===== src/rtl/core/assert_macros.svh =====
// Assertion macros shared by the sliding window maximum RTL.
`ifndef ASSERT_MACROS_SVH
`define ASSERT_MACROS_SVH

// Property checked at every rising edge, masked while reset is high.
`define SWM_ASSERT(label, prop, msg) \
   label: assert property (@(posedge clock) disable iff (reset) (prop)) \
      else $error(msg);

// Same-cycle implication.
`define SWM_ASSERT_IMPLY(label, ante, cons, msg) \
   label: assert property (@(posedge clock) disable iff (reset) (ante) |-> (cons)) \
      else $error(msg);

// Next-cycle implication.
`define SWM_ASSERT_NEXT(label, ante, cons, msg) \
   label: assert property (@(posedge clock) disable iff (reset) (ante) |=> (cons)) \
      else $error(msg);

`endif


===== src/rtl/core/swm_pkg.sv =====
// Shared constants, types and helpers of the sliding window maximum.
package swm_pkg;

   localparam int unsigned WINDOW_MAX = 64;
   localparam int unsigned DATA_W     = 32;
   localparam int unsigned LEN_W      = 7;
   // window length, age and fill count all stay within 0..WINDOW_MAX
   localparam int unsigned KW         = $clog2(WINDOW_MAX + 1);

   typedef struct packed {
      logic                     valid;
      logic signed [DATA_W-1:0] value;
      logic        [KW-1:0]     age;    // age the candidate will have at the next beat
   } swm_cand_type;

   typedef struct packed {
      logic                     step;     // beat accepted this cycle
      logic                     trim;     // drop the front candidate, no beat
      logic                     shift;    // front candidate leaves during this beat
      logic                     restart;
      logic signed [DATA_W-1:0] sample;
   } swm_ctrl_type;

   function automatic logic [KW-1:0] eff_len(input logic [LEN_W-1:0] wl);
      logic [KW-1:0] res;
      if (wl == '0) begin
         res = KW'(1);
      end else if (32'(wl) > WINDOW_MAX) begin
         res = KW'(WINDOW_MAX);
      end else begin
         res = KW'(wl);
      end
      return res;
   endfunction

endpackage


===== src/rtl/core/swm_out_buf.sv =====
// Two-entry result buffer: presented register plus skid register.
module swm_out_buf import swm_pkg::*; (
   input  logic                     clock,
   input  logic                     reset,
   input  logic                     push,
   input  logic signed [DATA_W-1:0] push_data,
   output logic                     full,
   output logic                     rsp_valid,
   input  logic                     rsp_stall,
   output logic signed [DATA_W-1:0] rsp_window_max
);

   logic                     a_valid_ff, a_valid_in;
   logic                     b_valid_ff, b_valid_in;
   logic signed [DATA_W-1:0] a_data_ff, a_data_in;
   logic signed [DATA_W-1:0] b_data_ff, b_data_in;

   assign full           = b_valid_ff;
   assign rsp_valid      = a_valid_ff;
   assign rsp_window_max = a_data_ff;

   always_comb begin
      a_valid_in = a_valid_ff;
      a_data_in  = a_data_ff;
      b_valid_in = b_valid_ff;
      b_data_in  = b_data_ff;
      if (a_valid_ff && !rsp_stall) begin
         a_valid_in = b_valid_ff;
         a_data_in  = b_data_ff;
         b_valid_in = 1'b0;
      end
      // push only arrives while the skid entry is free
      if (push) begin
         if (!a_valid_in) begin
            a_valid_in = 1'b1;
            a_data_in  = push_data;
         end else begin
            b_valid_in = 1'b1;
            b_data_in  = push_data;
         end
      end
   end

   always_ff @(posedge clock) begin
      if (reset) begin
         a_valid_ff <= 1'b0;
         b_valid_ff <= 1'b0;
      end else begin
         a_valid_ff <= a_valid_in;
         b_valid_ff <= b_valid_in;
      end
      a_data_ff <= a_data_in;
      b_data_ff <= b_data_in;
   end

endmodule


===== config.mk =====
export PLATFORM = sky130hd
export DESIGN_NAME = swm_out_buf
export DESIGN_NICKNAME = d
export VERILOG_FILES = /design/src/rtl/core/assert_macros.svh /design/src/rtl/core/swm_pkg.sv /design/src/rtl/core/swm_out_buf.sv
export SDC_FILE = /design/constraint.sdc
export NUM_CORES = 1
export LEC_CHECK = 0
export ABC_AREA = 1
export ABC_CLOCK_PERIOD_IN_PS = 3500
export BUFFER_PORTS_ARGS = -buffer_cell sky130_fd_sc_hd__buf_2
export CAP_MARGIN = 20
export CORE_UTILIZATION = 56
export CTS_CLUSTER_SIZE = 25
export DETAILED_ROUTE_END_ITERATION = 7
export GPL_ROUTABILITY_DRIVEN = 1
export PLACE_DENSITY = 0.81
export SYNTH_ARGS = -nofsm -noshare
export SYNTH_HDL_FRONTEND = slang
export SYNTH_SLANG_ARGS = --single-unit
export TNS_END_PERCENT = 50

===== constraint.sdc =====
create_clock -name clock -period 3.5 [get_ports clock]
set_input_delay 0.175 -clock clock [delete_from_list [all_inputs] [get_ports clock]]
set_output_delay 0.175 -clock clock [all_outputs]
set_load 0.01 [all_outputs]

==> results by group <==
Worst hold path
  • Hold Crit Endpoint: b_data_ff[26]
  • Worst hold path startpoint: push_data[26]
  • Worst hold path depth: 1
  • Min-delay worst type: in2reg

Floorplan
  • Die W: 71.07 um
  • # IOs: 70
  • Die height: 71.07 um
  • Core box area: 4474 um^2
  • Row count: 24
  • Die area: 5050 um^2
  • Starting Density: 59.70%

Layout
  • Fin area: 3102 um^2
  • Layout Cells excl Fill: 410
  • Multi-input gate area: 859.6 um^2
  • Share of post-route cells with drive strength above 1: 24.58%
  • Reg area: 1642 um^2
  • Area grow syn2layout: 16.11%
  • Layout Nets: 389
  • Diodes inserted: 0
  • Fillers: 370

Critical path
  • Crit. End Element: flop
  • Required time of the critical path: 3.78 ns
  • Crit path launch type: flop
  • Worst reg-to-reg setup slack: 1.56 ns
  • FF-to-FF End: rsp_window_max[12]
  • Worst r2r path cells: 5
  • RR Startpoint: rsp_valid
  • Critical Path Fanout Max: 34
  • Arr. time, crit path: 2.22 ns
  • Critical path type: reg2reg

Placed design
  • Gpl congestion: 0.7424
  • Cell Count Post-Placement: 394
  • Final HPWL DP: 3488 um
  • Placed cell area: 2949 um^2
  • # port buffers: 69

Timing
  • Max-slew violations: 0
  • Slew HR: 54.47%
  • Total negative slack: 0 ns
  • Final hold vios: 0
  • Worst Tran Pin Value: 0.6829 ns
  • Skew final: 0.005026 ns
  • Minimum clock period: 1.936 ns
  • Max Clk Rate: 516.6 MHz
  • Period Utilization, post-route: 55.31%
  • Final setup viols: 0
  • Unrepaired setup endpoints after global routing: false

GRT
  • Global-route wire length before repair: 8694 um
  • Largest net degree at the start of global routing: 36
  • Gr usage total: 23.04%
  • Congestion Overflow GR: 0
  • Vias in the first global route: 1863
  • Initial antenna violation count: 0

Drt
  • Vias: 2195
  • Via/cell ratio: 5.354
  • Number of DRC markers in iteration 0: 126
  • DRC viols: 3
  • Final WL: 5483 um
  • Pre-antenna DRT Iters: 7
  • Detail Route Antenna Nets: 0
  • Drt wl/cell: 13.37 um

Yosys
  • Sequential fraction of the synthesis area: 61.45%
  • Syn_area_per_cell: 9.211 um^2
  • Area share of the largest cell type after synthesis: 35.97%
  • Synth Instances: 290
  • Library cells used by synthesis: 12
  • Syn Nets: 326
  • Synth area leaders: edfxtp_1, dfxtp_1, nand2_1
  • Synth Warn #: 0
  • #FFs+latches synth: 66
  • Mapped Area: 2671 um^2
  • Yosys top cell by area: edfxtp_1

CTS
  • Post-CTS Setup Bufs: 0
  • CTS clk-pin slew, worst paths: 0.07 ns
  • Clk sink count: 66
  • CTS tree: built
  • Total CTS buffers: 9
  • Clock Tree Root: clkbuf_8
  • Worst-Skew Late Latency: 0.34 ns
  • CTS max path bufs: 2
  • H-tree Lvls: 3
  • CTS Hold Bufs: 0
  • Post_cts resized: 0

Flow run
  • Max cap viols: 0

Power
  • Maximum vdd ir drop: 0.3996 mV
  • PwrDens: 534.5 nW/um^2
  • Leakage power: 1.550 nW

Status
  • Failing checks: DRC
  • Outcome: complete, but fails checks
cells in the final DEF, fill, tap and decap left out:
master / n
dfxtp_1: 34
buf_2: 69
inv_2: 1
buf_4: 3
clkinv_2: 2
clkinv_1: 3
clkbuf_8: 9
inv_1: 3
nand2_4: 3
clkbuf_1: 2
a21oi_1: 2
nand2_2: 1
edfxtp_1: 32
nand2_1: 129
nand3_1: 65
worst max-delay path, stage by stage (launching register included):
cell	delay [ns]
dfxtp_1	0.63
buf_4	0.37
nand2_4	0.28
nand2_4	0.38
nand2_1	0.13
nand2_1	0.08
report_power, final:
group / switching (mW) / leakage (nW) / internal, mW
Combinational: 0.146 / 0.894 / 0.0933
Sequential: 0.0287 / 0.577 / 0.869
Clock: 0.273 / 0.0796 / 0.248
cells by family after synthesis:
kind of cell	after synthesis	share of synthesized area, %
AO/OA/AOI/OAI	2	0.3747
buffers and inverters	24	6.370
flip-flops	66	61.45
AND/OR/NAND/NOR	198	31.80
worst max path at each step:
stage	startpoint	end	slack (ns)
final	rsp_valid	rsp_window_max[12]	1.56
after global routing	rsp_valid	rsp_window_max[12]	1.40
after CTS	rsp_valid	rsp_window_max[12]	1.58
after detailed placement	rsp_valid	rsp_window_max[12]	1.60
after global placement	rsp_valid	rsp_window_max[4]	1.66
after floorplan	rsp_valid	b_data_ff[0]	1.67
registers in the layout, summed over array words and instances (netlist names):
| register | cells |
|---|---|
| b_data_ff | 32 |
| full | 1 |
| rsp_valid | 1 |
| rsp_window_max | 32 |
final cells by class:
cell class                      count  share of cell area, %
Inverter                            4                 0.4841
Timing Repair Buffer               72                  11.86
Clock inverter                      5                 0.6858
Sequential cell                    66                  52.92
Tap cell                           52                  2.098
Clock buffer                       11                  4.236
Multi-Input combinational cell    200                  27.71
stage by stage:
stage               hold slack (ns)  utilization [%]  setup slack, ns  power [mW]
CTS                         0.01052            69.32            1.580       1.663
finish                      0.02488            69.32            1.564       1.658
global route                0.01644            69.32            1.403       1.724
detailed placement           0.3664            65.91            1.597       1.153
floorplan                    0.2441                -            1.673       1.069
global placement             0.3624            65.91            1.657       1.145
cells in the mapped netlist:
master and number:
dfxtp_1 34, a21oi_1 2, buf_4 7, nand2_4 3, inv_2 1, buf_2 7
buf_6 6, inv_1 3, nand2_2 1, edfxtp_1 32, nand2_1 129, nand3_1 65
per-layer routing:
layer  GRT usage, %  vias to the layer above  part of all wire, %
met2          36.97                       99                   48
met4          9.333                        0                  1.8
li1               -                     1081                    -
met5              0                        -                    0
met1          28.96                     1003                   43
met3          7.550                       12                  7.2
(Power assumes the default switching activity.)
