===== src/rtl/core/assert_macros.svh =====
// Assertion macros shared by the sliding window maximum RTL.
`ifndef ASSERT_MACROS_SVH
`define ASSERT_MACROS_SVH

// Property checked at every rising edge, masked while reset is high.
`define SWM_ASSERT(label, prop, msg) \
   label: assert property (@(posedge clock) disable iff (reset) (prop)) \
      else $error(msg);

// Same-cycle implication.
`define SWM_ASSERT_IMPLY(label, ante, cons, msg) \
   label: assert property (@(posedge clock) disable iff (reset) (ante) |-> (cons)) \
      else $error(msg);

// Next-cycle implication.
`define SWM_ASSERT_NEXT(label, ante, cons, msg) \
   label: assert property (@(posedge clock) disable iff (reset) (ante) |=> (cons)) \
      else $error(msg);

`endif


===== src/rtl/core/swm_pkg.sv =====
// Shared constants, types and helpers of the sliding window maximum.
package swm_pkg;

   localparam int unsigned WINDOW_MAX = 64;
   localparam int unsigned DATA_W     = 32;
   localparam int unsigned LEN_W      = 7;
   // window length, age and fill count all stay within 0..WINDOW_MAX
   localparam int unsigned KW         = $clog2(WINDOW_MAX + 1);

   typedef struct packed {
      logic                     valid;
      logic signed [DATA_W-1:0] value;
      logic        [KW-1:0]     age;    // age the candidate will have at the next beat
   } swm_cand_type;

   typedef struct packed {
      logic                     step;     // beat accepted this cycle
      logic                     trim;     // drop the front candidate, no beat
      logic                     shift;    // front candidate leaves during this beat
      logic                     restart;
      logic signed [DATA_W-1:0] sample;
   } swm_ctrl_type;

   function automatic logic [KW-1:0] eff_len(input logic [LEN_W-1:0] wl);
      logic [KW-1:0] res;
      if (wl == '0) begin
         res = KW'(1);
      end else if (32'(wl) > WINDOW_MAX) begin
         res = KW'(WINDOW_MAX);
      end else begin
         res = KW'(wl);
      end
      return res;
   endfunction

endpackage


===== src/rtl/core/swm_cell.sv =====
// One candidate cell of the monotonic queue chain.
module swm_cell import swm_pkg::*; (
   input  logic          clock,
   input  logic          reset,
   input  swm_ctrl_type  ctrl,
   input  logic [KW-1:0] win_len,
   input  swm_cand_type  right_cand,
   input  logic          right_keep,
   input  logic          left_bnd,
   output swm_cand_type  cand,
   output logic          keep,
   output logic          bnd,
   output logic          expired
);

   swm_cand_type cand_ff, cand_in;
   swm_cand_type src;
   logic         src_keep;
   logic         left_ok;
   logic         greater;

   assign cand    = cand_ff;
   assign expired = cand_ff.valid & (cand_ff.age >= win_len);
   assign greater = $signed(cand_ff.value) > $signed(ctrl.sample);
   assign keep    = cand_ff.valid & ~ctrl.restart & ~expired & greater;
   // expired cells sit at the front, so they bound the survivors too;
   // a restart leaves no bound at all
   assign bnd     = keep | (expired & ~ctrl.restart);

   always_comb begin
      src      = ctrl.shift ? right_cand : cand_ff;
      src_keep = ctrl.shift ? right_keep : keep;
      left_ok  = ctrl.shift ? bnd : left_bnd;
      cand_in  = cand_ff;
      if (ctrl.trim) begin
         cand_in = right_cand;
      end else if (ctrl.step) begin
         if (src_keep) begin
            cand_in     = src;
            cand_in.age = src.age + KW'(1);
         end else if (left_ok) begin
            cand_in.valid = 1'b1;
            cand_in.value = ctrl.sample;
            cand_in.age   = KW'(1);
         end else begin
            cand_in.valid = 1'b0;
         end
      end
   end

   always_ff @(posedge clock) begin
      if (reset) begin
         cand_ff.valid <= 1'b0;
      end else begin
         cand_ff <= cand_in;
      end
   end

endmodule


===== config.mk =====
export PLATFORM = sky130hd
export DESIGN_NAME = swm_cell
export DESIGN_NICKNAME = d
export VERILOG_FILES = /design/src/rtl/core/assert_macros.svh /design/src/rtl/core/swm_pkg.sv /design/src/rtl/core/swm_cell.sv
export SDC_FILE = /design/constraint.sdc
export NUM_CORES = 1
export LEC_CHECK = 0
export BUFFER_PORTS_ARGS = -buffer_cell sky130_fd_sc_hd__buf_2
export CAP_MARGIN = 20
export CORE_MARGIN = 1
export CORE_UTILIZATION = 40
export CTS_BUF_LIST = sky130_fd_sc_hd__clkbuf_4 sky130_fd_sc_hd__clkbuf_8
export DETAILED_ROUTE_END_ITERATION = 10
export GPL_TIMING_DRIVEN = 0
export PLACE_DENSITY = 0.82
export SETUP_SLACK_MARGIN = 0.05
export SLEW_MARGIN = 10
export SYNTH_ARGS = -nofsm -noshare
export SYNTH_HDL_FRONTEND = slang
export SYNTH_SLANG_ARGS = --single-unit
export TNS_END_PERCENT = 100

===== constraint.sdc =====
create_clock -name clock -period 8.2 [get_ports clock]
set_input_delay 2.05 -clock clock [delete_from_list [all_inputs] [get_ports clock]]
set_output_delay 2.05 -clock clock [all_outputs]
set_load 0.05 [all_outputs]

==> reports/qor.yml, run 1 <==
power_switching_uw: 199
final_cell_count_no_fill: 516
die_area_um2: 7640
vias: 2721
cts_setup_buffers: 0
synth_top_area_frac: 0.401
htree_num_levels: 2
grtUsageMet1: 0.249
busiest_layer: "met2"
initial_core_util: 0.422
core.rowCount: 30
netlist_instances: 281
ctsHoldBuffers: 0
drv_cap: 0
critical_path_class: "input pin to output pin"
wirelength_um: 7500
route.detailed.drc: 0
critPathLaunchType: "input pin"
antennaDiodeCount: 0
hold_path.class: "flip-flop to flip-flop"
dieWidth_um: 87.4
core-area_um2: 6910
cts_made_buffers: 5
clockBufferDepth: 2
antenna_left: 0
io_pins: 130
synth_edf_count: 39
largest_register_ffs: 40
avgSynthCellArea_um2: 10.4
hold_violations: 0
met3_usage: 0.0313
tightest_slew_ns: 0.764
synthArstFlopShare: 0
grt_setup_unrepaired: "no"
pwr-share-comb: 0.315
cts_tree: "built"
slew_viol_final: 0
drt_pre_antenna_iters: 4
ys_seq_area_frac: 0.408
endpoint_kind: "output pin"
cts.sinks: 40
clockRootBuffer: "clkbuf_8"
finalPower_uw: 600
die_height_um: 87.4
drt_iter0_drc: 111
clkTransAtPathRegs_ns: 0.08
wl_per_cell_um: 14.5
dp_cells: 507
post-route-util: 0.555
synth-main-ff-cell: "edfxtp_1"
fin_nets: 546
fmax_ghz: 0.145
grt_max_degree: 16
drive_gt1_frac: 0.350
p_clk_frac: 0.264
synthesis.area_um2: 2920
clkLatencyLatePin_ns: 0.29
groute.layer.met2.usage: 0.376
path_max_fanout: 4
overflow: 0
syn_nets: 408
fin_crit_sh: 0.844
vias_per_cell: 5.27
grt_pass1_vias: 2709
skew_ns: 0.00378
powerDensity_nw_per_um2: 157
worst_ep_arrival_time_ns: 4.87
synth_most_common_cell: "inv_1"
fill_cells: 680
seqPwrFrac: 0.421
vdd_drop_max_v: 0.0000903
ctsResizeCount: 0
final-setup-viol-count: 0
intPower_uw: 401
ys_types: 40
required_ns: 6.15
power.leakage_nw: 1.92
synth_seq_cells: 40
yosys-top-cells-count: "inv_1 (41), ha_1 (40), edfxtp_1 (39), a22o_1 (32)"
dpl.hpwl_um: 6210
gp_congestion: 0.792
fin_crit_ns: 6.92
grt_usage: 0.205
sw_frac_of_total: 0.331
synth_warnings: 0
ys_top_cells_by_area: "edfxtp_1 (40%), ha_1 (17%), a22o_1 (9.6%), inv_1 (5.3%), a21oi_1 (2.6%)"
grt_pass1_wl_um: 12100
port_buffers: 128
max_slew_margin: 0.489
status: "completed"
yosys.area.top_type: "edfxtp_1"
syn_to_final_growth_pct: 31.3
whs_ns: 0.727
antenna_found_initial: 0
[power by group through the flow]
stage,combinational [mW],clock [mW],sequential (mW)
3_5_place_dp,0.190,0,0.257
6_report,0.189,0.158,0.253
3_3_place_gp,0.181,0,0.258
4_1_cts,0.191,0.162,0.253
5_1_grt,0.208,0.170,0.255
2_1_floorplan,0.0804,0,0.304
[area by class of cell]
cell class / instances / area, um2 / area share
Clock buffer: 5 / 68.8 / 0.0180
Clock inverter: 3 / 37.5 / 0.00979
Sequential cell: 40 / 1190 / 0.311
Inverter: 41 / 154 / 0.0402
Timing Repair Buffer: 131 / 676 / 0.176
Tap cell: 96 / 120 / 0.0313
Multi-Input combinational cell: 190 / 1540 / 0.403
Buffer: 10 / 41.3 / 0.0108
[metrics by stage]
stage          cell area, um2  TNS, ns  worst slack (ns)
2_1_floorplan            2920        0             0.868
3_3_place_gp             3680   -12.43            -0.389
3_5_place_dp             3720        0              1.27
4_1_cts                  3830        0              1.26
5_1_grt                  3830        0              1.11
6_report                 3830        0              1.28
[cells in the final DEF (no fill, tap or decap), drive strengths merged, types with 6 or more instances in the layout]
cell,count
o21ai,12
a21o,7
nand4,6
inv,41
nor2,7
ha,40
a22o,32
edfxtp,39
buf,135
nand2b,7
nand2,15
a211oi,6
clkbuf,11
a21oi,15
[final timing paths]
kind | start | end | slack [ns] | depth (start not counted)
min | cand[39] | cand[39] | 0.73 | 2
min reg2reg | cand[39] | cand[39] | 0.73 | 2
max | ctrl[19] | bnd | 1.28 | 11
max reg2reg | cand[26] | cand[4] | 4.25 | 10
[per-layer routing]
layer / up-vias / routed length, um
met5: - / 0
met4: 0 / 70
met2: 104 / 3780
met3: 6 / 418
met1: 1279 / 3230
li1: 1332 / -
[worst max-delay path, stage by stage]
cell       delay [ns]
buf_2            0.09
inv_1            0.04
ha_1             0.29
and3_1           0.20
a221o_1          0.35
a221o_1          0.38
a2111oi_2        0.43
and2_1           0.29
mux2_2           0.39
nand2b_1         0.15
buf_2            0.21
[logic make-up after synthesis]
| family | count (synthesis) | share of synthesized area |
|---|---|---|
| XOR/XNOR | 5 | 0.0150 |
| AND/OR/NAND/NOR | 54 | 0.0956 |
| multiplexers | 4 | 0.0146 |
| adder cells (fa/ha/maj) | 40 | 0.172 |
| AO/OA/AOI/OAI | 87 | 0.228 |
| flip-flops | 40 | 0.408 |
| buffers and inverters | 51 | 0.0669 |
No activity file was read; power rests on OpenSTA's default activity.
==> run 2: changes to the inputs <==
PLACE_DENSITY = 0.84   (was 0.82)
clock period = 6.29 ns   (was 8.2 ns; I/O delays follow)
==> run 2 against run 1 <==
  * Cell count is the same
  * Hold slack improved by 0.0091 ns
  * First-iteration DRC count down 17%
  * Setup slack got worse by 0.93 ns
  * Global-route usage increased by 0.42 points
  * Clock skew grew 0.0035 ns
  * Critical path depth did not move
  * Total power up 31%
  * Sequential power increased by 30%
  * Combinational power up 32%
  * Final area unchanged
==> reports/qor.yml, run 2 (synthesized netlist as in run 1, its figures left out) <==
status: "completed"
final_common_cell: "buf_2"
endpoint_kind: "output pin"
vdd_drop_max_v: 0.000134  # +48%
drv_cap: 0  # unchanged
antenna_found_initial: 0  # unchanged
core-area_um2: 6910  # unchanged
ctsResizeCount: 0  # unchanged
sw_frac_of_total: 0.334  # +0.00241
io_pins: 130  # unchanged
hold_path.class: "flip-flop to flip-flop"
cts.sinks: 40  # unchanged
slew_viol_final: 0  # unchanged
fin_area_um2: 3830  # unchanged
grt_pass1_wl_um: 12400  # +3.0%
drt_pre_antenna_iters: 4  # unchanged
port_buffers: 128  # unchanged
cts_made_buffers: 5  # unchanged
pwr-share-comb: 0.316  # about the same
power.leakage_nw: 1.92  # about the same
r2r_cells: 10  # unchanged
clkLatencyLatePin_ns: 0.29  # about the same
post-route-util: 0.555  # unchanged
clockBufferDepth: 2  # unchanged
grt_usage: 0.209  # +0.00418
powerDensity_nw_per_um2: 205  # +31%
final-setup-viol-count: 0  # unchanged
finalPower_uw: 786  # +31%
route.detailed.drc: 0  # unchanged
intPower_uw: 523  # +30%
dpl.hpwl_um: 6350  # +2.4%
grt_max_degree: 14  # -2
fin_nets: 546  # unchanged
wirelength_um: 7830  # +4.4%
setup_ws_ns: 0.352  # -0.930 ns
seq_area_um2: 1190  # unchanged
seqPwrFrac: 0.419  # -0.002
drive_gt1_frac: 0.350  # unchanged
required_ns: 4.72  # -1.43 ns
final.setup.tns_ns: 0  # unchanged
path_max_fanout: 4  # unchanged
power_switching_uw: 262  # +32%
overflow: 0  # unchanged
antennaDiodeCount: 0  # unchanged
gp_congestion: 0.783  # -1.1%
vias_per_cell: 5.30  # +0.44%
syn_to_final_growth_pct: 31.3  # unchanged
vias: 2733  # +0.44%
htree_num_levels: 2  # unchanged
clockRootBuffer: "clkbuf_8"
die_area_um2: 7640  # unchanged
initial_core_util: 0.422  # unchanged
tightest_slew_ns: 0.763  # -0.00103 ns
fill_cells: 648  # -4.7%
cts_setup_buffers: 0  # unchanged
critPathLaunchType: "input pin"
wl_per_cell_um: 15.2  # +4.4%
fin_crit_sh: 0.944
grt_pass1_vias: 2708  # -0.037%
skew_ns: 0.00732  # +0.00354 ns
fmax_ghz: 0.168
clkTransAtPathRegs_ns: 0.08  # about the same
dieWidth_um: 87.4  # unchanged
fin_crit_ns: 5.94
worst_ep_arrival_time_ns: 4.37  # -0.50 ns
ctsHoldBuffers: 0  # unchanged
grt_setup_unrepaired: "no"
p_clk_frac: 0.264  # about the same
largest_register_ffs: 40  # unchanged
core.rowCount: 30  # unchanged
drt_iter0_drc: 92  # -17%
layout_common_cells: "buf_2 (132), inv_1 (41), ha_1 (40), edfxtp_1 (39), a22o_1 (32)"
die_height_um: 87.4  # unchanged
whs_path_depth: 2  # unchanged
antenna_left: 0  # unchanged
critical_path_class: "input pin to output pin"
place_area_um2: 3720  # unchanged
max_slew_margin: 0.490  # +0.000685
hold_violations: 0  # unchanged
cts_tree: "built"
place_ws_ns: 0.353  # -0.915 ns
multiInputGateArea_um2: 1540  # unchanged
==> run 2: cell count changes in the layout (fill, tap and decap cells not counted), sizes merged <==
cell    before  now
clkbuf      11   10
buf        135  136
==> run 2: final cells by class <==
type,count,area share
Sequential cell,40,0.311
Tap cell,96,0.0313
Clock inverter,3,0.00979
Multi-Input combinational cell,190,0.403
Inverter,41,0.0402
Timing Repair Buffer,131,0.176
Buffer,10,0.0108
Clock buffer,5,0.0180
==> run 2: through the flow <==
stage          std cells  hold slack, ns
2_1_floorplan        281           0.851
3_3_place_gp         505           0.664
3_5_place_dp         507           0.708
4_1_cts              515           0.721
5_1_grt              516           0.782
6_report             516           0.736
==> run 2: critical path: stages <==
cell,delay (ns)
buf_2,0.09
inv_1,0.04
ha_1,0.29
and3_1,0.20
a221o_1,0.35
a221o_1,0.37
a2111oi_2,0.42
and2_1,0.28
mux2_2,0.40
nand2b_1,0.15
buf_2,0.21
==> run 2: worst paths after layout <==
check                 from        to  slack [ns]
hold reg to reg   cand[39]  cand[39]        0.74
setup reg to reg  cand[26]  cand[28]        2.43
hold / removal    cand[39]  cand[39]        0.74
setup / recovery  ctrl[19]       bnd        0.35
==> run 2: per-layer routing <==
| layer | part of all wire | global-route usage |
|---|---|---|
| met1 | 0.45 | 0.255 |
| met2 | 0.50 | 0.388 |
| met3 | 0.042 | 0.0313 |
| met4 | 0.0070 | 0.0432 |
| met5 | 0 | 0 |
==> run 2: power groups by stage <==
stage                     combinational, mW  clock [mW]  sequential, mW
final                                 0.249       0.208           0.329
after global routing                  0.272       0.221           0.332
after CTS                             0.251       0.215           0.329
after detailed placement              0.249           0           0.335
after global placement                0.236           0           0.335
after floorplan                       0.105           0           0.395
==> run 3: changes to the inputs <==
CELL_PAD_IN_SITES_DETAIL_PLACEMENT = 0   (was unset)
CELL_PAD_IN_SITES_GLOBAL_PLACEMENT = 2   (was unset)
CORE_UTILIZATION = 26   (was 40)
PLACE_DENSITY = 0.91   (was 0.84)
==> run 3 against run 2 <==
  * Sequential power barely moved
  * Global-route usage decreased by 5.9 points
  * Clock skew about the same
  * Count of clock-buffer cells in the layout increased by 1
  * Via count decreased by 1.1%
  * Cell count up 8.3%
  * Die area is 52% higher
  * Critical path type unchanged
  * Largest cell class unchanged
==> reports/qor.yml, run 3 (synthesized netlist as in run 1, its figures left out) <==
core-area_um2: 10900  # +58%
path_max_fanout: 4  # unchanged
port_buffers: 128  # unchanged
drt_pre_antenna_iters: 4  # unchanged
vias: 2704  # -1.1%
grt_pass1_wl_um: 13400  # +7.6%
wl_per_cell_um: 15.3  # +0.89%
path_buf_inv: 3  # unchanged
grt_usage: 0.150  # -0.0591
fin_nets: 546  # unchanged
r2r_cells: 10  # unchanged
rr_startpoint: "cand[26]"
hold_path.class: "flip-flop to flip-flop"
required_ns: 4.72  # about the same
final_cell_count_no_fill: 559  # +8.3%
tightest_slew_ns: 0.734  # -0.0292 ns
cp_slowest_cell: "a2111oi_2"
place_area_um2: 3780  # +1.6%
crit_end: "bnd"
pwr-share-comb: 0.330  # +0.014
drt_iter0_drc: 102  # +11%
skew_ns: 0.00717  # -0.000145 ns
dp_cells: 552  # +8.9%
fin_crit_sh: 0.951  # +0.00734
vdd_drop_max_v: 0.0000664  # -50%
reg2reg_to: "cand[3]"
power.leakage_nw: 1.91  # -0.46%
slew_viol_final: 0  # unchanged
endpoint_kind: "output pin"
reg2reg_slack_ns: 2.41  # -0.02 ns
clockRootBuffer: "clkbuf_8"
critical_path_class: "input pin to output pin"
fmax_ghz: 0.167  # -0.77%
layout_common_cells: "buf_2 (132), inv_1 (41), ha_1 (40), edfxtp_1 (39), a22o_1 (32)"
drv_cap: 0  # unchanged
crit_start: "ctrl[19]"
hold_violations: 0  # unchanged
route.detailed.drc: 0  # unchanged
powerDensity_nw_per_um2: 196  # -4.2%
worst_ep_arrival_time_ns: 4.41  # +0.04 ns
dpl.hpwl_um: 6850  # +7.8%
initial_core_util: 0.268  # -0.154
max_stage_delay_ns: 0.45  # +0.03 ns
intPower_uw: 488  # -6.8%
p_clk_frac: 0.236  # -0.028
wirelength_um: 8560  # +9.3%
syn_to_final_growth_pct: 32.4
ctsHoldBuffers: 0  # unchanged
clkTransAtPathRegs_ns: 0.09  # about the same
seqPwrFrac: 0.434  # +0.015
sw_frac_of_total: 0.357  # +0.0235
max_slew_margin: 0.509  # +0.0195
cts_made_buffers: 5  # unchanged
cts_setup_buffers: 0  # unchanged
path_depth: 11  # unchanged
final_common_cell: "buf_2"
fill_cells: 1152  # +78%
htree_num_levels: 2  # unchanged
io_pins: 130  # unchanged
grt_pass1_vias: 2781  # +2.7%
dieWidth_um: 108  # +23%
antennaDiodeCount: 0  # unchanged
clkLatencyLatePin_ns: 0.30  # about the same
ctsResizeCount: 0  # unchanged
gp_congestion: 0.807  # +3.1%
cts.sinks: 40  # unchanged
status: "completed"
final-setup-viol-count: 0  # unchanged
cts_tree: "built"
largest_register_ffs: 40  # unchanged
vias_per_cell: 4.84  # -8.7%
fin_area_um2: 3860  # +0.78%
core.rowCount: 38  # +27%
grt_setup_unrepaired: "no"
overflow: 0  # unchanged
critPathLaunchType: "input pin"
crit_family: "compound AO/OA/AOI/OAI gates"
clockBufferDepth: 2  # unchanged
antenna_found_initial: 0  # unchanged
die_height_um: 108  # +23%
whs_ns: 0.703  # -0.0328 ns
antenna_left: 0  # unchanged
fin_crit_ns: 5.98  # +0.0461 ns
die_area_um2: 11700  # +52%
path_cells: "buf_2, inv_1, ha_1, and3_1, a221o_1, a221o_1, a2111oi_2, and2_1, mux2_2, nand2b_1, buf_2"
power_switching_uw: 271  # +3.4%
post-route-util: 0.355  # -0.200
grt_max_degree: 17  # +3
drive_gt1_frac: 0.353  # +0.00322
-- run 3: worst min-delay path: stages, from the launching register on --
cell      delay, ns
dfxtp_1        0.36
a211oi_1       0.24
a311oi_1       0.07
-- run 3: how the worst min path moves through the flow --
| stage | to | from | slack, ns | depth (start not counted) |
|---|---|---|---|---|
| detailed placement | cand[39] | cand[39] | 0.68 | 2 |
| global placement | cand[39] | cand[39] | 0.66 | 2 |
| global route | cand[39] | cand[39] | 0.78 | 2 |
| CTS | cand[39] | cand[39] | 0.70 | 2 |
| finish | cand[39] | cand[39] | 0.70 | 2 |
| floorplan | cand[39] | cand[39] | 0.85 | 2 |
-- run 3: metal layers --
| layer | vias to the layer above | track usage | wire length (um) |
|---|---|---|---|
| li1 | 1333 | - | - |
| met1 | 1275 | 0.188 | 3860 |
| met2 | 91 | 0.262 | 4130 |
| met3 | 5 | 0.0307 | 492 |
| met4 | 0 | 0.0382 | 76 |
| met5 | - | 0 | 0 |
-- run 3: area by class of cell --
type	instances	area, um2	share of cell area
multi-input combinational	190	1540	0.400
buffer	10	41.3	0.0107
clock inverter	1	5.00	0.00130
sequential	40	1190	0.308
timing repair buffer	131	676	0.175
tap	140	175	0.0454
inverter	41	154	0.0398
clock buffer	6	76.3	0.0198
-- run 3: power by group through the flow --
stage / combinational, mW / clock, mW / sequential (mW)
after CTS: 0.253 / 0.190 / 0.330
after floorplan: 0.105 / 0 / 0.395
after global placement: 0.242 / 0 / 0.336
after global routing: 0.275 / 0.198 / 0.332
after detailed placement: 0.251 / 0 / 0.336
final: 0.250 / 0.179 / 0.329
-- run 3: metrics by stage --
stage	total power, mW	setup WS (ns)	TNS, ns
finish	0.759	0.306	0
global route	0.804	0.203	0
CTS	0.773	0.277	0
detailed placement	0.587	0.286	0
global placement	0.578	-0.392	-12.49
floorplan	0.501	0.435	0
